`config.mk`:
```
export PLATFORM = sky130hd
export DESIGN_NAME = sensor_alarm_level_tracker_top
export DESIGN_NICKNAME = d
export VERILOG_FILES = /design/src/design/salt_pkg.sv /design/src/design/sensor_alarm_level_tracker_top.sv /design/src/design/salt_ctrl.sv /design/src/design/salt_dp.sv
export SDC_FILE = /design/constraint.sdc
export NUM_CORES = 1
export LEC_CHECK = 0
export ABC_AREA = 1
export BUFFER_PORTS_ARGS = -buffer_cell sky130_fd_sc_hd__buf_4
export CAP_MARGIN = 20
export CORE_UTILIZATION = 45
export DETAILED_ROUTE_END_ITERATION = 16
export GPL_TIMING_DRIVEN = 0
export SYNTH_ARGS = -nofsm -noshare
export SYNTH_HDL_FRONTEND = slang
export SYNTH_SLANG_ARGS = --single-unit
```
`constraint.sdc`:
```
create_clock -name i_clk -period 12.82 [get_ports i_clk]
set_input_delay 0 -clock i_clk [delete_from_list [all_inputs] [get_ports i_clk]]
set_output_delay 0 -clock i_clk [all_outputs]
set_load 0.005 [all_outputs]
```
`src/design/salt_pkg.sv`:
```
package salt_pkg;

    // Rule table size and fixed-point format
    localparam int NUM_RULES = 5;
    localparam int FRAC_BITS = 8;
    localparam int ROM_LEN   = 5;
    localparam int RULE_CNT  = (NUM_RULES < ROM_LEN) ? NUM_RULES : ROM_LEN;
    localparam int IDX_W     = (RULE_CNT > 1) ? $clog2(RULE_CNT) : 1;

    // Data type codes
    localparam logic [2:0] DT_FLOAT32 = 3'd0;
    localparam logic [2:0] DT_INT32   = 3'd1;
    localparam logic [2:0] DT_DOUBLE  = 3'd2;
    localparam logic [2:0] DT_INT     = 3'd3;
    localparam logic [2:0] DT_CHAR    = 3'd4;
    localparam logic [2:0] DT_NONE    = 3'd7;

    // Alarm levels
    localparam logic [1:0] LVL_NORMAL = 2'd0;
    localparam logic [1:0] LVL_WARN   = 2'd1;
    localparam logic [1:0] LVL_CRIT   = 2'd2;

    typedef struct packed {
        logic [7:0]         slave;
        logic [7:0]         id;
        logic [7:0]         stype;
        logic [2:0]         dtype;
        logic signed [31:0] warn_lo;
        logic signed [31:0] warn_hi;
        logic signed [31:0] crit_lo;
        logic signed [31:0] crit_hi;
    } t_rule;

    typedef struct packed {
        logic             load_in;
        logic             decode;
        logic             convert;
        logic             emit;
        logic [IDX_W-1:0] idx;
    } t_cmd;

    typedef struct packed {
        logic dtype_ok;
        logic hit;
        logic changed;
        logic out_busy;
    } t_stat;

    function automatic logic signed [31:0] scl(input int x);
        scl = 32'(x <<< FRAC_BITS);
    endfunction

    function automatic t_rule mk_rule(input logic [7:0] slave, input logic [7:0] id,
                                      input logic [7:0] stype, input logic [2:0] dtype,
                                      input int wlo, input int whi,
                                      input int clo, input int chi);
        t_rule r;
        r.slave   = slave;
        r.id      = id;
        r.stype   = stype;
        r.dtype   = dtype;
        r.warn_lo = scl(wlo);
        r.warn_hi = scl(whi);
        r.crit_lo = scl(clo);
        r.crit_hi = scl(chi);
        mk_rule   = r;
    endfunction

    function automatic t_rule rule_rom(input logic [IDX_W-1:0] idx);
        case (int'(idx))
            0:       rule_rom = mk_rule(8'h01, 8'd1, 8'd0, DT_INT,     10, 1500, 5, 2000);
            1:       rule_rom = mk_rule(8'h01, 8'd2, 8'd1, DT_INT32,   10, 3000, 5, 4000);
            2:       rule_rom = mk_rule(8'h02, 8'd1, 8'd2, DT_FLOAT32, 10, 30,   5, 50);
            3:       rule_rom = mk_rule(8'h02, 8'd2, 8'd3, DT_INT,     10, 100,  5, 200);
            4:       rule_rom = mk_rule(8'h02, 8'd3, 8'd4, DT_FLOAT32, 10, 1500, 5, 2000);
            default: rule_rom = mk_rule(8'hFF, 8'hFF, 8'hFF, DT_NONE, 0, 0, 0, 0);
        endcase
    endfunction

endpackage

```
`src/design/sensor_alarm_level_tracker_top.sv`:
```
// An input transaction is captured, decoded, converted and then checked rule by rule up to
//   the matching rule; one reading is handled at a time, and an invalid data type ends after
//   decode. A result goes to m_axis only when the matched rule's level changes; a result
//   still held on m_axis stalls the scan and so the next reading.
// Reset: synchronous active-low i_rst_n clears the controller, the output valid and
//   every stored rule level to normal; ready to accept the cycle after reset.
module sensor_alarm_level_tracker_top import salt_pkg::*; (
    input  logic        i_clk,
    input  logic        i_rst_n,
    // Input reading stream
    input  logic        s_axis_tvalid,
    output logic        s_axis_tready,
    input  logic [87:0] s_axis_tdata,  // slave_addr[7:0], sensor_id[15:8],
                                       // sensor_type[23:16], reading_bits[87:24]
    input  logic [2:0]  s_axis_tuser,  // data_type[2:0]
    // Alarm level change stream
    output logic        m_axis_tvalid,
    input  logic        m_axis_tready,
    output logic [95:0] m_axis_tdata,  // rule_index[2:0], ev_slave_addr[10:3],
                                       // ev_sensor_id[18:11], ev_sensor_type[26:19],
                                       // level[28:27], ev_reading[92:29], zero[95:93]
    output logic [2:0]  m_axis_tuser   // ev_data_type[2:0]
);

    // Controller sequences capture, decode, convert and a rule-by-rule scan;
    // the datapath holds the reading, the fixed-point value, the per-rule
    // levels and the output register. The output register lets a new
    // reading be taken while a result waits for the downstream side.
    t_cmd  w_cmd;
    t_stat w_stat;

    salt_ctrl u_ctrl (
        .i_clk      (i_clk),
        .i_rst_n    (i_rst_n),
        .i_in_valid (s_axis_tvalid),
        .o_in_ready (s_axis_tready),
        .i_stat     (w_stat),
        .o_cmd      (w_cmd)
    );

    salt_dp u_dp (
        .i_clk       (i_clk),
        .i_rst_n     (i_rst_n),
        .i_in_data   (s_axis_tdata),
        .i_in_dtype  (s_axis_tuser),
        .i_out_ready (m_axis_tready),
        .i_cmd       (w_cmd),
        .o_stat      (w_stat),
        .o_out_valid (m_axis_tvalid),
        .o_out_data  (m_axis_tdata),
        .o_out_dtype (m_axis_tuser)
    );

endmodule

```
`src/design/salt_ctrl.sv`:
```
module salt_ctrl import salt_pkg::*; (
    input  logic  i_clk,
    input  logic  i_rst_n,
    input  logic  i_in_valid,
    output logic  o_in_ready,
    input  t_stat i_stat,
    output t_cmd  o_cmd
);

    typedef enum logic [1:0] {
        S_IDLE,
        S_DECODE,
        S_CONVERT,
        S_SCAN
    } t_state;

    localparam logic [IDX_W-1:0] LAST_IDX = IDX_W'(RULE_CNT - 1);

    t_state           r_state, n_state;
    logic [IDX_W-1:0] r_idx, n_idx;

    always_comb begin
        n_state       = r_state;
        n_idx         = r_idx;
        o_cmd         = '0;
        o_cmd.idx     = r_idx;
        case (r_state)
            S_IDLE: begin
                if (i_in_valid) begin
                    o_cmd.load_in = 1'b1;
                    n_state       = S_DECODE;
                end
            end
            S_DECODE: begin
                o_cmd.decode = 1'b1;
                n_state      = i_stat.dtype_ok ? S_CONVERT : S_IDLE;
            end
            S_CONVERT: begin
                o_cmd.convert = 1'b1;
                n_idx         = '0;
                n_state       = S_SCAN;
            end
            S_SCAN: begin
                if (i_stat.hit) begin
                    if (!i_stat.changed) begin
                        n_state = S_IDLE;
                    end else if (!i_stat.out_busy) begin
                        o_cmd.emit = 1'b1;
                        n_state    = S_IDLE;
                    end
                end else if (r_idx == LAST_IDX) begin
                    n_state = S_IDLE;
                end else begin
                    n_idx = r_idx + 1'b1;
                end
            end
            default: n_state = S_IDLE;
        endcase
    end

    always_ff @(posedge i_clk) begin
        if (!i_rst_n) begin
            r_state <= S_IDLE;
            r_idx   <= '0;
        end else begin
            r_state <= n_state;
            r_idx   <= n_idx;
        end
    end

    assign o_in_ready = (r_state == S_IDLE);

`ifndef SYNTHESIS
    a_idx_in_range: assert property (@(posedge i_clk) disable iff (!i_rst_n)
        (r_state == S_SCAN) |-> (r_idx <= LAST_IDX))
        else $error("rule scan index beyond table");
    a_emit_ends_item: assert property (@(posedge i_clk) disable iff (!i_rst_n)
        o_cmd.emit |=> (r_state == S_IDLE))
        else $error("controller did not return to idle after a result");
    a_scan_starts_at_zero: assert property (@(posedge i_clk) disable iff (!i_rst_n)
        (r_state == S_CONVERT) |=> (r_state == S_SCAN && r_idx == '0))
        else $error("rule scan did not start at the first rule");
`endif

endmodule

```
`src/design/salt_dp.sv`:
```
module salt_dp import salt_pkg::*; (
    input  logic        i_clk,
    input  logic        i_rst_n,
    input  logic [87:0] i_in_data,
    input  logic [2:0]  i_in_dtype,
    input  logic        i_out_ready,
    input  t_cmd        i_cmd,
    output t_stat       o_stat,
    output logic        o_out_valid,
    output logic [95:0] o_out_data,
    output logic [2:0]  o_out_dtype
);

    // Captured transaction
    logic [7:0]  r_slave, r_id, r_type;
    logic [2:0]  r_dtype;
    logic [63:0] r_bits;

    // Decoded operand
    logic [52:0]        r_mant, n_mant;
    logic signed [12:0] r_sh, n_sh;
    logic               r_neg, n_neg;
    logic               r_nan, n_nan;
    logic               r_inf, n_inf;
    logic               r_is_int, n_is_int;
    logic signed [31:0] r_int_val, n_int_val;

    // Fixed-point value
    logic signed [31:0] r_value, n_value;

    // Per-rule level and output register
    logic [1:0]  r_level [RULE_CNT];
    logic        r_out_valid;
    logic [IDX_W-1:0] r_out_index;
    logic [7:0]  r_out_slave, r_out_id, r_out_type;
    logic [1:0]  r_out_level;
    logic [2:0]  r_out_dtype;
    logic [63:0] r_out_reading;

    // ---------------- decode ----------------
    logic [7:0]         w_e8;
    logic [10:0]        w_e11;
    logic signed [31:0] w_s;
    logic signed [47:0] w_sw;

    always_comb begin
        w_e8      = r_bits[30:23];
        w_e11     = r_bits[62:52];
        w_s       = (r_dtype == DT_CHAR) ? $signed({24'b0, r_bits[7:0]}) : $signed(r_bits[31:0]);
        w_sw      = 48'(w_s) <<< FRAC_BITS;
        n_mant    = '0;
        n_sh      = '0;
        n_neg     = 1'b0;
        n_nan     = 1'b0;
        n_inf     = 1'b0;
        n_is_int  = 1'b0;
        if (w_sw > 48'sd2147483647) begin
            n_int_val = 32'sh7FFF_FFFF;
        end else if (w_sw < -48'sd2147483648) begin
            n_int_val = 32'sh8000_0000;
        end else begin
            n_int_val = w_sw[31:0];
        end
        case (r_dtype)
            DT_FLOAT32: begin
                n_neg = r_bits[31];
                if (w_e8 == 8'hFF) begin
                    n_nan = (r_bits[22:0] != '0);
                    n_inf = (r_bits[22:0] == '0);
                end else if (w_e8 == 8'h00) begin
                    n_mant = {30'b0, r_bits[22:0]};
                    n_sh   = -13'sd149 + 13'(FRAC_BITS);
                end else begin
                    n_mant = {29'b0, 1'b1, r_bits[22:0]};
                    n_sh   = $signed({5'b0, w_e8}) - 13'sd150 + 13'(FRAC_BITS);
                end
            end
            DT_DOUBLE: begin
                n_neg = r_bits[63];
                if (w_e11 == 11'h7FF) begin
                    n_nan = (r_bits[51:0] != '0);
                    n_inf = (r_bits[51:0] == '0);
                end else if (w_e11 == 11'h000) begin
                    n_mant = {1'b0, r_bits[51:0]};
                    n_sh   = -13'sd1074 + 13'(FRAC_BITS);
                end else begin
                    n_mant = {1'b1, r_bits[51:0]};
                    n_sh   = $signed({2'b0, w_e11}) - 13'sd1075 + 13'(FRAC_BITS);
                end
            end
            DT_INT32, DT_INT, DT_CHAR: n_is_int = 1'b1;
            default: n_is_int = 1'b0;
        endcase
    end

    // ---------------- convert ----------------
    logic [95:0]        w_left;
    logic signed [12:0] w_nsh;
    logic [52:0]        w_right;
    logic [31:0]        w_mag;

    always_comb begin
        w_left  = {43'b0, r_mant} << r_sh[4:0];
        w_nsh   = -r_sh;
        w_right = r_mant >> w_nsh[5:0];
        if (r_mant == '0) begin
            w_mag = '0;
        end else if (!r_sh[12]) begin
            // left shift: saturate once the magnitude reaches 2^31
            if (r_sh >= 13'sd32 || (|w_left[95:31])) w_mag = 32'h8000_0000;
            else                                     w_mag = w_left[31:0];
        end else if (w_nsh >= 13'sd64) begin
            w_mag = '0;
        end else if ((|w_right[52:32]) || (w_right[31] && (|w_right[30:0]))) begin
            w_mag = 32'h8000_0000;
        end else begin
            w_mag = w_right[31:0];
        end

        if (r_is_int) begin
            n_value = r_int_val;
        end else if (r_inf) begin
            n_value = r_neg ? 32'sh8000_0000 : 32'sh7FFF_FFFF;
        end else if (r_neg) begin
            n_value = -$signed(w_mag);
        end else begin
            n_value = w_mag[31] ? 32'sh7FFF_FFFF : $signed(w_mag);
        end
    end

    // ---------------- rule scan ----------------
    t_rule      w_rule;
    logic [1:0] w_lvl;

    always_comb begin
        w_rule = rule_rom(i_cmd.idx);
        if (r_nan) begin
            w_lvl = LVL_NORMAL;
        end else if (r_value <= w_rule.crit_lo || r_value >= w_rule.crit_hi) begin
            w_lvl = LVL_CRIT;
        end else if (r_value <= w_rule.warn_lo || r_value >= w_rule.warn_hi) begin
            w_lvl = LVL_WARN;
        end else begin
            w_lvl = LVL_NORMAL;
        end
        o_stat.dtype_ok = (r_dtype <= DT_CHAR);
        o_stat.hit      = (w_rule.slave == r_slave) && (w_rule.id == r_id) &&
                          (w_rule.stype == r_type) && (w_rule.dtype == r_dtype);
        o_stat.changed  = (w_lvl != r_level[i_cmd.idx]);
        o_stat.out_busy = r_out_valid && !i_out_ready;
    end

    // ---------------- registers ----------------
    always_ff @(posedge i_clk) begin
        if (i_cmd.load_in) begin
            r_slave <= i_in_data[7:0];
            r_id    <= i_in_data[15:8];
            r_type  <= i_in_data[23:16];
            r_bits  <= i_in_data[87:24];
        end
        if (i_cmd.decode) begin
            r_mant    <= n_mant;
            r_sh      <= n_sh;
            r_neg     <= n_neg;
            r_nan     <= n_nan;
            r_inf     <= n_inf;
            r_is_int  <= n_is_int;
            r_int_val <= n_int_val;
        end
        if (i_cmd.convert) begin
            r_value <= n_value;
        end
        if (i_cmd.emit) begin
            r_out_index   <= i_cmd.idx;
            r_out_slave   <= r_slave;
            r_out_id      <= r_id;
            r_out_type    <= r_type;
            r_out_level   <= w_lvl;
            r_out_dtype   <= r_dtype;
            r_out_reading <= r_bits;
        end
    end

    always_ff @(posedge i_clk) begin
        if (!i_rst_n) begin
            r_dtype     <= DT_NONE;
            r_out_valid <= 1'b0;
            for (int i = 0; i < RULE_CNT; i++) begin
                r_level[i] <= LVL_NORMAL;
            end
        end else begin
            if (i_cmd.load_in) begin
                r_dtype <= i_in_dtype;
            end
            r_out_valid <= i_cmd.emit || (r_out_valid && !i_out_ready);
            if (i_cmd.emit) begin
                r_level[i_cmd.idx] <= w_lvl;
            end
        end
    end

    assign o_out_valid = r_out_valid;
    assign o_out_data  = {3'b0, r_out_reading, r_out_level, r_out_type, r_out_id,
                          r_out_slave, 3'(r_out_index)};
    assign o_out_dtype = r_out_dtype;

`ifndef SYNTHESIS
    a_no_overwrite: assert property (@(posedge i_clk) disable iff (!i_rst_n)
        i_cmd.emit |-> !(r_out_valid && !i_out_ready))
        else $error("result register overwritten while held");
    a_emit_shows: assert property (@(posedge i_clk) disable iff (!i_rst_n)
        i_cmd.emit |=> (r_out_valid && r_out_level == r_level[r_out_index]))
        else $error("result level differs from stored rule level");
    a_level_code: assert property (@(posedge i_clk) disable iff (!i_rst_n)
        r_out_valid |-> (r_out_level != 2'b11))
        else $error("unused level code on output");
`endif

endmodule
```
==> implementation parameters, run 1 <==
Parameter                              Value

Run status
  Outcome ... finished clean

Pwr
  Peak supply drop ... 0.130 mV
  Switching Fraction ... 30.2%
  Clock power frac ... 34.0%
  Sequential power share ... 45.0%
  Internal power ... 2.02 mW
  Leakage power total ... 11.3 nW
  Power density cells ... 111 nW/um^2
  Combinational fraction of design power ... 21.0%
  Net switching power figure ... 0.877 mW

Die
  Standard cell core area ... 47600 sq um
  Die area ... 49100 sq um
  Number of ports placed on the die boundary ... 196
  Starting density of the core ... 45.5%
  Height of the die ... 222 um
  Number of standard-cell rows in the floorplan ... 80
  Die X ... 222 um

Synthesis
  EDFF count, synth ... 327
  Post-Syn Instances ... 2806
  Largest area contributor in the netlist ... sky130_fd_sc_hd__edfxtp_1
  Async S/R FF share, synth ... 0%
  Combined area of all synthesized cells ... 21700 sq um
  Most used flip-flop cell after synthesis ... sky130_fd_sc_hd__edfxtp_1
  Sequential-to-total area share from yosys stat ... 46.4%
  Unique masters post-synth ... 64
  Yosys top cell area share ... 45.2%
  Synth top area cells ... sky130_fd_sc_hd__edfxtp_1 45%, sky130_fd_sc_hd__nand2_1 14%, sky130_fd_sc_hd__nand3_1 10%, sky130_fd_sc_hd__nor2_1 4.6%, sky130_fd_sc_hd__inv_1 3.3%
  Flops & latches, synth ... 339
  Ys Warns ... 0
  Avg Inst Size Synth ... 7.73 sq um

STA
  Slew at the pin closest to its max-slew limit ... 1.08 ns
  Hold Vio Cnt, Final ... 0
  Final setup fails ... 0
  Worst slew margin ... 25.8%
  Setup repair after global routing missed its margin ... false
  Total negative setup slack ... 0 ns
  Highest achievable clock rate ... 164 MHz
  Final worst-path setup slack ... 6.74 ns
  Final Slew Violations ... 0
  Clock tree skew after final layout ... 0.0231 ns
  Final worst path period share ... 47.4%
  Minimum clock period after layout ... 6.08 ns

Final layout
  Antenna Cells ... 0
  Number of nets at the end of the flow ... 3272
  Layout cells sized above 1 ... 12.6%
  Relative area change from synthesis to final layout ... 20.7%
  Commonest non-fill, non-tap cell in the layout ... sky130_fd_sc_hd__nand2_1
  Fill cell total of the finished layout ... 4502
  Commonest cells after routing, fill and taps aside ... 838 x sky130_fd_sc_hd__nand2_1, 444 x sky130_fd_sc_hd__nand3_1, 327 x sky130_fd_sc_hd__edfxtp_1, 264 x sky130_fd_sc_hd__nor2_1, 209 x sky130_fd_sc_hd__buf_4

Worst setup path
  Worst Setup Path Type ... register to register
  Critical Path Source Type ... register
  CP Max Fanout ... 57
  WP data arrival ... 6.28 ns
  CP Capture Type ... register
  Critical Path RT ... 13.02 ns

Global routing
  Aggregate global routing overflow ... 0
  Largest net degree at the start of global routing ... 58
  Global-route total usage across every layer ... 32.0%
  Via count of the first global-routing pass ... 20200
  Global-route wire length before repair ... 120 mm
  Initial antenna violation count ... 0

Clocking
  Clock root buffer ... sky130_fd_sc_hd__clkbuf_16
  TritonCTS sink count ... 339
  Post-CTS setup buffer count ... 0
  Clock buffer depth ... 3
  Total clock buffers created by CTS ... 37
  CTS H-tree depth ... 2
  Hold-fix buffer count after cts ... 98
  Clock Latency Late Sink ... 0.55 ns
  Clock edge transition at the registers on the reported setup and hold paths ... 0.06 ns
  CTS tree ... yes
  Number of instances resized during post-cts repair ... 0

Placed design
  Count of buffers inserted at the top-level ports ... 192
  Worst-case setup slack after placement ... 7.05 ns
  Half-perimeter wire length after placement ... 63.7 mm
  Gp weighted congestion ... 1.03

Min path
  Worst min-delay path category ... input port to register

Routing
  Number of vias after detailed routing ... 21600
  Final wirelength ... 80.0 mm
  Average routed wire per standard cell ... 21.1 um
  Detailed-route vias per instance ... 5.72
  Count of unresolved DRC violations after routing ... 0
  DRC marker count from the first detailed-route iteration ... 2577
  Post-route ant nets ... 0
  Length of the first detailed-routing pass in iterations ... 6

Job
  Number of max-cap violations ... 0
power groups by stage:
stage | logic [mW] | registers (mW) | clock network [mW]
floorplan | 0.375 | 1.32 | 0
global placement | 0.556 | 1.34 | 0
detailed placement | 0.564 | 1.33 | 0
CTS | 0.591 | 1.31 | 1.00
global route | 0.663 | 1.31 | 1.04
finish | 0.609 | 1.31 | 0.986
cells in the mapped netlist (16+ instances only):
cell type / number
sky130_fd_sc_hd__nand2_1: 838
sky130_fd_sc_hd__nand3_1: 444
sky130_fd_sc_hd__edfxtp_1: 327
sky130_fd_sc_hd__nor2_1: 267
sky130_fd_sc_hd__inv_1: 189
sky130_fd_sc_hd__o21ai_0: 85
sky130_fd_sc_hd__o21ai_1: 83
sky130_fd_sc_hd__a21oi_1: 77
sky130_fd_sc_hd__clkbuf_1: 57
sky130_fd_sc_hd__nand4_1: 39
sky130_fd_sc_hd__buf_2: 38
sky130_fd_sc_hd__ha_1: 34
sky130_fd_sc_hd__nor4_1: 26
sky130_fd_sc_hd__inv_2: 22
sky130_fd_sc_hd__nand2_2: 22
sky130_fd_sc_hd__and2_1: 20
sky130_fd_sc_hd__nor3_1: 20
sky130_fd_sc_hd__o31ai_1: 18
sky130_fd_sc_hd__buf_4: 17
sky130_fd_sc_hd__xor2_1: 16
through the flow:
step / std cells / hold WS (ns) / utilization, % / cell area [sq um] / power (mW)
5_1_grt: 3784 / 0.152 / 55.0 / 26200 / 3.02
4_1_cts: 3784 / 0.136 / 55.0 / 26200 / 2.90
6_report: 3784 / 0.165 / 55.0 / 26200 / 2.90
3_5_place_dp: 3621 / 0.179 / 50.6 / 24100 / 1.89
3_3_place_gp: 3615 / 0.178 / 50.2 / 23900 / 1.89
2_1_floorplan: 2808 / 0.0989 / - / 21700 / 1.69
final cells by class:
cell class                 instances  area (sq um)  share of cell area [%]
buffer                           134           689                    2.63
clock buffer                      50          1020                    3.88
clock inverter                    15           101                   0.387
inverter                         215           815                    3.11
multi-input combinational       2120         10200                    38.8
sequential                       339         10100                    38.4
tap                              615           769                    2.94
timing repair buffer             296          2560                    9.80
logic make-up (layout without fill, tap and decap cells):
group | after synthesis | count (layout) | share of synthesized area, %
buf+inv | 349 | 710 | 6.92
mux | 11 | 11 | 0.513
flops | 339 | 339 | 46.4
simple gates | 1719 | 1719 | 34.5
fa+ha+maj | 34 | 34 | 1.96
other cells | 1 | 3 | 0.0173
compound gates | 330 | 330 | 8.74
xor+xnor | 23 | 23 | 1.01
flip-flops by register name, indices dropped and copies added (netlist names), named ones only:
name                cells
u_dp.r_bits            64
u_dp.r_sh              13
u_dp.o_out_valid        1
u_dp.r_mant            53
u_ctrl.r_idx            3
u_dp.r_int_val         25
u_dp.r_value           32
u_dp.r_inf              1
u_dp.r_out_index        3
u_dp.o_out_dtype        3
u_dp.r_is_int           1
u_dp.r_type             8
u_dp.r_slave            8
u_dp.r_level           16
u_dp.r_out_id           8
u_dp.r_neg              1
u_dp.r_out_slave        8
u_ctrl.r_state          1
u_dp.r_id               8
u_dp.r_nan              1
u_dp.r_out_type         8
u_dp.r_out_reading     64
u_dp.r_out_level        2
u_dp.r_dtype            3
per-layer routing:
metal	GRT usage (%)	routed length, um	vias to the layer above
li1	-	-	10200
met1	45.0	35100	10100
met2	48.4	34600	1071
met3	5.34	6570	174
met4	14.6	3780	0
met5	0	0	-
worst paths after layout:
check / startpoint / end / slack, ns / cells after the start
hold / removal: s_axis_tdata[39] / u_dp.r_bits[15] / 0.17 / 2
hold reg to reg: u_dp.r_type[7] / u_dp.r_out_type[7] / 0.45 / 0
setup reg to reg: u_ctrl.r_idx[0] / u_dp.r_out_reading[36] / 6.74 / 18
setup / recovery: u_ctrl.r_idx[0] / u_dp.r_out_reading[36] / 6.74 / 18
critical path, stage by stage (launching register included):
cell,delay (ns)
sky130_fd_sc_hd__dfxtp_1,0.42
sky130_fd_sc_hd__inv_1,0.26
sky130_fd_sc_hd__ha_1,0.31
sky130_fd_sc_hd__inv_1,0.13
sky130_fd_sc_hd__nor2_1,0.31
sky130_fd_sc_hd__nor2_1,0.16
sky130_fd_sc_hd__nand2_1,0.39
sky130_fd_sc_hd__inv_1,0.31
sky130_fd_sc_hd__ha_1,0.38
sky130_fd_sc_hd__a211oi_1,0.08
sky130_fd_sc_hd__nand3_1,0.07
sky130_fd_sc_hd__nand2_1,0.05
sky130_fd_sc_hd__a2111oi_0,0.93
sky130_fd_sc_hd__nor3_1,0.35
sky130_fd_sc_hd__xnor2_1,0.25
sky130_fd_sc_hd__o21ai_1,0.13
sky130_fd_sc_hd__or2_2,0.34
sky130_fd_sc_hd__inv_4,0.45
sky130_fd_sc_hd__buf_16,0.32
No activity file was read; power rests on OpenSTA's default activity.
==> run 2: changes to the inputs <==
==> constraint.sdc (replaced) <==
create_clock -name i_clk -period 5.6 [get_ports i_clk]
set_input_delay 0 -clock i_clk [delete_from_list [all_inputs] [get_ports i_clk]]
set_output_delay 0 -clock i_clk [all_outputs]
set_load 0.005 [all_outputs]
==> run 2 against run 1 <==
  * Count of clock-buffer cells in the layout did not move
  * Combinational power is 130% higher
  * Die area did not move
  * Clock skew fell by 0.00098 ns
  * Setup slack worse by 6.5 ns
  * Via count about the same
  * Fmax is 13% higher
  * Power increased by 130%
  * Cell area grew 0.31%
  * Core utilization grew 0.17 points
  * Largest power group unchanged
  * Highest routed layer unchanged
==> implementation parameters, run 2 (same netlist as run 1, synthesis figures left out) <==
Parameter                              Value

Routing
  Post-route ant nets ... 0 (unchanged)
  Average routed wire per standard cell ... 21.1 um (about the same)
  Length of the first detailed-routing pass in iterations ... 6 (unchanged)
  Number of vias after detailed routing ... 21700 (was 21600)
  Final wirelength ... 80.1 mm (was 80.0 mm)
  Count of unresolved DRC violations after routing ... 0 (unchanged)
  DRC marker count from the first detailed-route iteration ... 2643 (was 2577)
  Detailed-route vias per instance ... 5.72 (about the same)

Clocking
  Total clock buffers created by CTS ... 37 (unchanged)
  Clock Latency Late Sink ... 0.55 ns (about the same)
  CTS H-tree depth ... 2 (unchanged)
  Clock buffer depth ... 3 (unchanged)
  TritonCTS sink count ... 339 (unchanged)
  Clock edge transition at the registers on the reported setup and hold paths ... 0.06 ns (about the same)
  CTS tree ... yes (unchanged)
  Clock root buffer ... sky130_fd_sc_hd__clkbuf_16 (unchanged)

Worst setup path
  Highest-delay cell along the critical path ... sky130_fd_sc_hd__edfxtp_1 (was sky130_fd_sc_hd__a2111oi_0)
  Top cell by count, worst path ... sky130_fd_sc_hd__nand2_1 (was sky130_fd_sc_hd__inv_1)
  Critical path startpoint ... u_dp.r_sh[0] (was u_ctrl.r_idx[0])
  Worst Setup Path Type ... register to register (unchanged)
  Critical R2R Launch ... u_dp.r_sh[0] (was u_ctrl.r_idx[0])
  CP Max Fanout ... 10 (was 57)
  CP Capture Type ... register (unchanged)
  WP data arrival ... 5.73 ns (was 6.28 ns)
  Max incr delay on CP ... 0.44 ns (was 0.93 ns)
  Critical Path Source Type ... register (unchanged)
  Worst R2R End ... u_dp.r_value[16] (was u_dp.r_out_reading[36])
  Critical Path RT ... 5.96 ns (was 13.02 ns)
  Worst setup endpoint ... u_dp.r_value[16] (was u_dp.r_out_reading[36])
  FF-to-FF setup slack ... 0.23 ns (was 6.74 ns)
  Length in cells of the worst reg-to-reg path ... 31 (was 18)

Final layout
  Commonest cells after routing, fill and taps aside ... 837 x sky130_fd_sc_hd__nand2_1, 444 x sky130_fd_sc_hd__nand3_1, 327 x sky130_fd_sc_hd__edfxtp_1, 264 x sky130_fd_sc_hd__nor2_1, 214 x sky130_fd_sc_hd__buf_4 (was 838 x sky130_fd_sc_hd__nand2_1, 444 x sky130_fd_sc_hd__nand3_1, 327 x sky130_fd_sc_hd__edfxtp_1, 264 x sky130_fd_sc_hd__nor2_1, 209 x sky130_fd_sc_hd__buf_4)
  Fill cell total of the finished layout ... 4499 (was 4502)
  Number of nets at the end of the flow ... 3276 (was 3272)
  Registers with the most flip-flops ... u_dp.r_bits x64, u_dp.r_out_reading x64, u_dp.r_mant x53 (unchanged)
  Commonest non-fill, non-tap cell in the layout ... sky130_fd_sc_hd__nand2_1 (unchanged)
  Final standard cell count with taps included and fillers excluded ... 3788 (was 3784)
  Fraction of the core area covered by cells at the end of the flow ... 55.1% (was 55.0%)
  Layout cells sized above 1 ... 13.1% (was 12.6%)
  Antenna Cells ... 0 (unchanged)
  Relative area change from synthesis to final layout ... 21.0% (was 20.7%)

STA
  Final Slew Violations ... 0 (unchanged)
  Hold Vio Cnt, Final ... 0 (unchanged)
  Slew at the pin closest to its max-slew limit ... 1.08 ns (about the same)
  Final worst path period share ... 95.9% (was 47.4%)
  Final worst-path setup slack ... 0.230 ns (was 6.74 ns)
  Setup repair after global routing missed its margin ... true (was false)
  Final setup fails ... 0 (unchanged)
  Highest achievable clock rate ... 186 MHz (was 164 MHz)
  Total negative setup slack ... 0 ns (unchanged)
  Clock tree skew after final layout ... 0.0222 ns (was 0.0231 ns)
  Minimum clock period after layout ... 5.37 ns (was 6.08 ns)
  Worst slew margin ... 27.6% (was 25.8%)

Die
  Starting density of the core ... 45.5% (unchanged)
  Standard cell core area ... 47600 sq um (unchanged)
  Die area ... 49100 sq um (unchanged)
  Height of the die ... 222 um (unchanged)
  Number of ports placed on the die boundary ... 196 (unchanged)
  Number of standard-cell rows in the floorplan ... 80 (unchanged)
  Die X ... 222 um (unchanged)

Job
  Number of max-cap violations ... 0 (unchanged)

Pwr
  Overall power consumption ... 6.65 mW (was 2.90 mW)
  Peak supply drop ... 0.297 mV (was 0.130 mV)
  Leakage power total ... 11.3 nW (about the same)
  Power density cells ... 253 nW/um^2 (was 111 nW/um^2)

Global routing
  Largest net degree at the start of global routing ... 58 (unchanged)
  Aggregate global routing overflow ... 0 (unchanged)
  Global-route wire length before repair ... 120 mm (about the same)
  Initial antenna violation count ... 0 (unchanged)
  Global-route total usage across every layer ... 32.0% (about the same)
  Via count of the first global-routing pass ... 20200 (about the same)

Min path
  Worst min-delay path category ... input port to register (unchanged)
  Hold depth ... 2 (unchanged)

Run status
  Outcome ... finished clean (unchanged)

Placed design
  Gp weighted congestion ... 1.03 (unchanged)
  Worst-case setup slack after placement ... -0.165 ns (was 7.05 ns)
  Count of buffers inserted at the top-level ports ... 192 (unchanged)
  Dpl cells ... 3621 (unchanged)
  Half-perimeter wire length after placement ... 63.7 mm (unchanged)
==> run 2: cell types whose count changed in the layout (fill, tap and decap cells not counted), moves of 2 or more <==
cell                         before  now
sky130_fd_sc_hd__clkbuf_1        67   61
sky130_fd_sc_hd__clkinvlp_4       2    4
sky130_fd_sc_hd__buf_4          209  214
sky130_fd_sc_hd__clkbuf_2         0    5
==> run 2: what timing repair did <==
action / in CTS / in global routing
endpoints found under the setup margin: 67 / 149
hold buffers: 98 / 0
hold endpoints to repair: 102 / 0
gates resized for setup: 1 / 22
setup buffers: 0 / 5
==> run 2: critical path, delay by kind of cell, from the launching register on <==
kind	cells	cell delay (ns)
flops	1	0.44
fa+ha+maj	2	0.46
buf+inv	9	1.48
compound gates	4	0.99
simple gates	16	1.81
==> run 2: stage by stage <==
step | hold slack [ns] | instance area, sq um
2_1_floorplan | 0.0989 | 21700
3_3_place_gp | 0.178 | 23900
3_5_place_dp | 0.179 | 24100
4_1_cts | 0.136 | 26200
5_1_grt | 0.152 | 26300
6_report | 0.168 | 26300
==> run 2: worst min-delay path by stage <==
stage                     startpoint         endpoint
floorplan           s_axis_tdata[24]   u_dp.r_bits[0]
global placement     s_axis_tdata[8]     u_dp.r_id[0]
detailed placement  s_axis_tdata[80]  u_dp.r_bits[56]
CTS                  s_axis_tdata[8]     u_dp.r_id[0]
global route         s_axis_tdata[4]  u_dp.r_slave[4]
finish              s_axis_tdata[39]  u_dp.r_bits[15]
==> run 2: cell type report <==
cell class	count	area (sq um)	area share [%]
Buffer	133	696	2.65
Clock buffer	50	1020	3.87
Clock inverter	15	101	0.386
Inverter	215	825	3.14
Multi-Input combinational cell	2120	10200	38.8
Sequential cell	339	10100	38.3
Tap cell	615	769	2.93
Timing Repair Buffer	301	2600	9.91
==> run 2: power breakdown <==
part | internal, mW | switching (mW)
clock | 1.28 | 0.973
sequential | 2.91 | 0.0866
combinational | 0.453 | 0.948
total | 4.64 | 2.01
==> run 2: metal layers <==
layer	routed length (um)	GRT usage, %	vias to the layer above
met5	0	0	-
met2	34700	48.4	1035
met1	35200	45.0	10200
met4	3790	14.6	0
met3	6360	5.34	180
li1	-	-	10200
==> run 3: changes to the inputs <==
--- a/config.mk
+++ b/config.mk
@@ -13,4 +13,5 @@
 export GPL_TIMING_DRIVEN = 0
 export SYNTH_ARGS = -nofsm -noshare
 export SYNTH_HDL_FRONTEND = slang
+export SYNTH_HIERARCHICAL = 1
 export SYNTH_SLANG_ARGS = --single-unit
==> run 3 against run 2 <==
  * Core utilization is 0.13 points higher
  * Wire length is 8.3% higher
  * Non-clock buffer count grew 4
  * Critical endpoint is now u_dp/r_value[14]
  * Die area is 0.23% lower
  * Sequential share of layout area down 0.30 points
  * Synthesized area fell by 0.23%
  * Fmax grew 1.4%
  * Synthesized cell count shrank 1.6%
  * Register-to-register slack gained 0.07 ns
  * Critical path type unchanged
  * Clock power decreased by 3%
==> implementation parameters, run 3 <==
Parameter                              Value

Run status
  Outcome ... finished clean (unchanged)

Global routing
  Global-route total usage across every layer ... 34.9% (was 32.0%)
  Via count of the first global-routing pass ... 21000 (was 20200)
  Initial antenna violation count ... 0 (unchanged)
  Global-route wire length before repair ... 129 mm (was 120 mm)
  Aggregate global routing overflow ... 0 (unchanged)
  Largest net degree at the start of global routing ... 39 (was 58)

Final layout
  Commonest non-fill, non-tap cell in the layout ... sky130_fd_sc_hd__nand2_1 (unchanged)
  Fill cell total of the finished layout ... 4345 (was 4499)
  Relative area change from synthesis to final layout ... 21.6% (was 21.0%)
  Layout cells sized above 1 ... 13.8% (was 13.1%)
  Commonest cells after routing, fill and taps aside ... 715 x sky130_fd_sc_hd__nand2_1, 499 x sky130_fd_sc_hd__nand3_1, 327 x sky130_fd_sc_hd__edfxtp_1, 282 x sky130_fd_sc_hd__nor2_1, 210 x sky130_fd_sc_hd__buf_4 (was 837 x sky130_fd_sc_hd__nand2_1, 444 x sky130_fd_sc_hd__nand3_1, 327 x sky130_fd_sc_hd__edfxtp_1, 264 x sky130_fd_sc_hd__nor2_1, 214 x sky130_fd_sc_hd__buf_4)
  Area used by sequential logic in the layout ... 10000 sq um (was 10100 sq um)
  Antenna Cells ... 0 (unchanged)
  Number of nets at the end of the flow ... 3226 (was 3276)
  Total area of multi-input combinational cells ... 10200 sq um (about the same)
  Registers with the most flip-flops ... u_dp/r_bits x64, u_dp/r_out_reading x64, u_dp/r_mant x53 (was u_dp.r_bits x64, u_dp.r_out_reading x64, u_dp.r_mant x53)

STA
  Minimum clock period after layout ... 5.30 ns (was 5.37 ns)
  Final setup fails ... 0 (unchanged)
  Final Slew Violations ... 0 (unchanged)
  Final worst path period share ... 94.6% (was 95.9%)
  WHS ... 0.171 ns (was 0.168 ns)
  Highest achievable clock rate ... 189 MHz (was 186 MHz)
  Clock tree skew after final layout ... 0.0310 ns (was 0.0222 ns)
  Slew at the pin closest to its max-slew limit ... 0.960 ns (was 1.08 ns)
  Worst slew margin ... 35.9% (was 27.6%)
  Hold Vio Cnt, Final ... 0 (unchanged)
  Setup repair after global routing missed its margin ... false (was true)

Routing
  Length of the first detailed-routing pass in iterations ... 12 (was 6)
  Detailed-route vias per instance ... 5.90 (was 5.72)
  Final wirelength ... 86.7 mm (was 80.1 mm)
  Post-route ant nets ... 0 (unchanged)
  Count of unresolved DRC violations after routing ... 0 (unchanged)
  Number of vias after detailed routing ... 22100 (was 21700)
  DRC marker count from the first detailed-route iteration ... 2695 (was 2643)
  Average routed wire per standard cell ... 23.2 um (was 21.1 um)

Die
  Number of ports placed on the die boundary ... 196 (unchanged)
  Number of standard-cell rows in the floorplan ... 80 (unchanged)
  Height of the die ... 221 um (was 222 um)
  Die area ... 49000 sq um (was 49100 sq um)
  Starting density of the core ... 45.4% (was 45.5%)
  Standard cell core area ... 47600 sq um (unchanged)
  Die X ... 221 um (was 222 um)

Worst setup path
  Critical R2R Launch ... u_dp/r_sh[1] (was u_dp.r_sh[0])
  Critical Path RT ... 5.86 ns (was 5.96 ns)
  CP Max Fanout ... 19 (was 10)
  Length in cells of the worst reg-to-reg path ... 30 (was 31)
  Worst Setup Path Type ... register to register (unchanged)
  Worst R2R End ... u_dp/r_value[14] (was u_dp.r_value[16])
  Critical Path Source Type ... register (unchanged)
  FF-to-FF setup slack ... 0.30 ns (was 0.23 ns)
  Max incr delay on CP ... 0.42 ns (was 0.44 ns)
  Highest-delay cell along the critical path ... sky130_fd_sc_hd__edfxtp_1 (unchanged)
  CP Capture Type ... register (unchanged)
  WP data arrival ... 5.56 ns (was 5.73 ns)

Clocking
  Total clock buffers created by CTS ... 34 (was 37)
  Clock root buffer ... sky130_fd_sc_hd__clkbuf_16 (unchanged)
  Clock buffer depth ... 3 (unchanged)
  TritonCTS sink count ... 336 (was 339)
  CTS H-tree depth ... 2 (unchanged)
  Clock edge transition at the registers on the reported setup and hold paths ... 0.06 ns (about the same)
  Clock Latency Late Sink ... 0.55 ns (about the same)
  CTS tree ... yes (unchanged)

Synthesis
  Synth top area cells ... sky130_fd_sc_hd__edfxtp_1 45%, sky130_fd_sc_hd__nand2_1 12%, sky130_fd_sc_hd__nand3_1 12%, sky130_fd_sc_hd__nor2_1 5.0%, sky130_fd_sc_hd__inv_1 3.3% (was sky130_fd_sc_hd__edfxtp_1 45%, sky130_fd_sc_hd__nand2_1 14%, sky130_fd_sc_hd__nand3_1 10%, sky130_fd_sc_hd__nor2_1 4.6%, sky130_fd_sc_hd__inv_1 3.3%)
  Largest area contributor in the netlist ... sky130_fd_sc_hd__edfxtp_1 (unchanged)
  Post-Syn Instances ... 2761 (was 2806)
  Flops & latches, synth ... 336 (was 339)
  Avg Inst Size Synth ... 7.84 sq um (was 7.73 sq um)
  EDFF count, synth ... 327 (unchanged)
  Cell with the most instances after synthesis ... sky130_fd_sc_hd__nand2_1 (unchanged)
  Leading cell types by count after synthesis ... 719 x sky130_fd_sc_hd__nand2_1, 502 x sky130_fd_sc_hd__nand3_1, 327 x sky130_fd_sc_hd__edfxtp_1, 290 x sky130_fd_sc_hd__nor2_1, 188 x sky130_fd_sc_hd__inv_1 (was 838 x sky130_fd_sc_hd__nand2_1, 444 x sky130_fd_sc_hd__nand3_1, 327 x sky130_fd_sc_hd__edfxtp_1, 267 x sky130_fd_sc_hd__nor2_1, 189 x sky130_fd_sc_hd__inv_1)
  Async S/R FF share, synth ... 0% (unchanged)
  Most used flip-flop cell after synthesis ... sky130_fd_sc_hd__edfxtp_1 (unchanged)
  Yosys top cell area share ... 45.4% (was 45.2%)
  Sequential-to-total area share from yosys stat ... 46.2% (was 46.4%)
  Unique masters post-synth ... 66 (was 64)
  Ys Warns ... 6 (was 0)
  Combined area of all synthesized cells ... 21700 sq um (about the same)

Min path
  Hold depth ... 2 (unchanged)
  Worst min-delay path category ... input port to register (unchanged)
  Endpoint, Worst Hold ... u_dp/r_bits[4] (was u_dp.r_bits[15])
  Worst hold path startpoint ... s_axis_tdata[28] (was s_axis_tdata[39])

Pwr
  Peak supply drop ... 0.320 mV (was 0.297 mV)
  Switching Fraction ... 34.7% (was 30.2%)
  Power density cells ... 279 nW/um^2 (was 253 nW/um^2)
  Sequential power share ... 41.5% (was 45.0%)
  Internal power ... 4.80 mW (was 4.64 mW)
  Combinational fraction of design power ... 28.7% (was 21.1%)
  Leakage power total ... 11.2 nW (was 11.3 nW)
  Overall power consumption ... 7.35 mW (was 6.65 mW)
  Clock power frac ... 29.9% (was 33.9%)
  Net switching power figure ... 2.55 mW (was 2.01 mW)

Placed design
  Half-perimeter wire length after placement ... 67.9 mm (was 63.7 mm)
  Gp weighted congestion ... 1.07 (was 1.03)
  Count of buffers inserted at the top-level ports ... 192 (unchanged)

Job
  Number of max-cap violations ... 0 (unchanged)
==> run 3: through the flow <==
step                instance area [sq um]  std cells  util (%)  setup slack, ns  TNS, ns
finish                              26300       3741      55.3            0.303        0
global route                        26300       3741      55.3           0.0227        0
CTS                                 26300       3740      55.2           0.0162        0
detailed placement                  24300       3581      50.9           -0.183    -1.13
global placement                    24000       3570      50.4            -2.55  -292.08
floorplan                           21800       2763         -           -0.386    -8.19
==> run 3: worst max-delay path by stage <==
| stage | start | to | slack (ns) | cells past startpoint |
|---|---|---|---|---|
| floorplan | u_ctrl/r_idx[0] | u_dp/r_level[5][0] | -0.39 | 22 |
| global placement | u_ctrl/r_idx[0] | u_dp/r_level[2][0] | -2.55 | 20 |
| detailed placement | u_dp/r_sh[1] | u_dp/r_value[12] | -0.18 | 32 |
| CTS | u_dp/r_sh[1] | u_dp/r_value[30] | 0.02 | 29 |
| global route | u_dp/r_sh[1] | u_dp/r_value[14] | 0.02 | 30 |
| finish | u_dp/r_sh[1] | u_dp/r_value[14] | 0.30 | 30 |
==> run 3: routing by layer <==
metal | up-vias | share of wire, % | global-route usage (%)
met5 | - | 0 | 0
met1 | 10400 | 43 | 48.9
met2 | 1257 | 44 | 54.1
met3 | 172 | 9.9 | 6.03
met4 | 0 | 3.7 | 12.9
li1 | 10200 | - | -
==> run 3: critical path: cells and delay by family (launching register included) <==
kind | cells | cell delay, ns
fa+ha+maj | 2 | 0.56
compound gates | 2 | 0.33
buf+inv | 7 | 1.34
simple gates | 19 | 2.35
flops | 1 | 0.42
==> run 3: cell families (layout without fill, tap and decap cells) <==
family / after synthesis / in the layout / synth area share (%)
buffers and inverters: 338 / 701 / 7.13
AOI/OAI and AO/OA: 321 / 321 / 8.62
adders and majority gates: 31 / 31 / 1.79
xor gates and xnor gates: 24 / 24 / 0.971
muxes: 7 / 7 / 0.324
DFF: 336 / 336 / 46.2
and+or+nand+nor: 1703 / 1703 / 35.0
other: 1 / 3 / 0.0173
==> run 3: power groups by stage <==
stage	logic [mW]	registers, mW	clock network [mW]
2_1_floorplan	1.31	3.05	0
3_3_place_gp	1.95	3.11	0
3_5_place_dp	1.97	3.09	0
4_1_cts	2.03	3.04	2.21
5_1_grt	2.28	3.06	2.30
6_report	2.11	3.05	2.19
==> run 3: repair_timing <==
| action | in CTS | in global routing |
|---|---|---|
| setup endpoints to repair | 11 | 33 |
| hold endpoints to repair | 104 | 0 |
| pin swaps | 0 | 1 |
| hold buffers | 97 | 0 |
| gates resized for setup | 5 | 6 |
| setup buffers | 0 | 1 |
==> run 3: final cells by class <==
cell class	instances	area share, %
Buffer	136	3.13
Clock inverter	20	0.737
Tap cell	615	2.92
Timing Repair Buffer	302	10.1
Inverter	201	2.93
Sequential cell	336	38.0
Clock buffer	42	3.35
Multi-Input combinational cell	2089	38.9
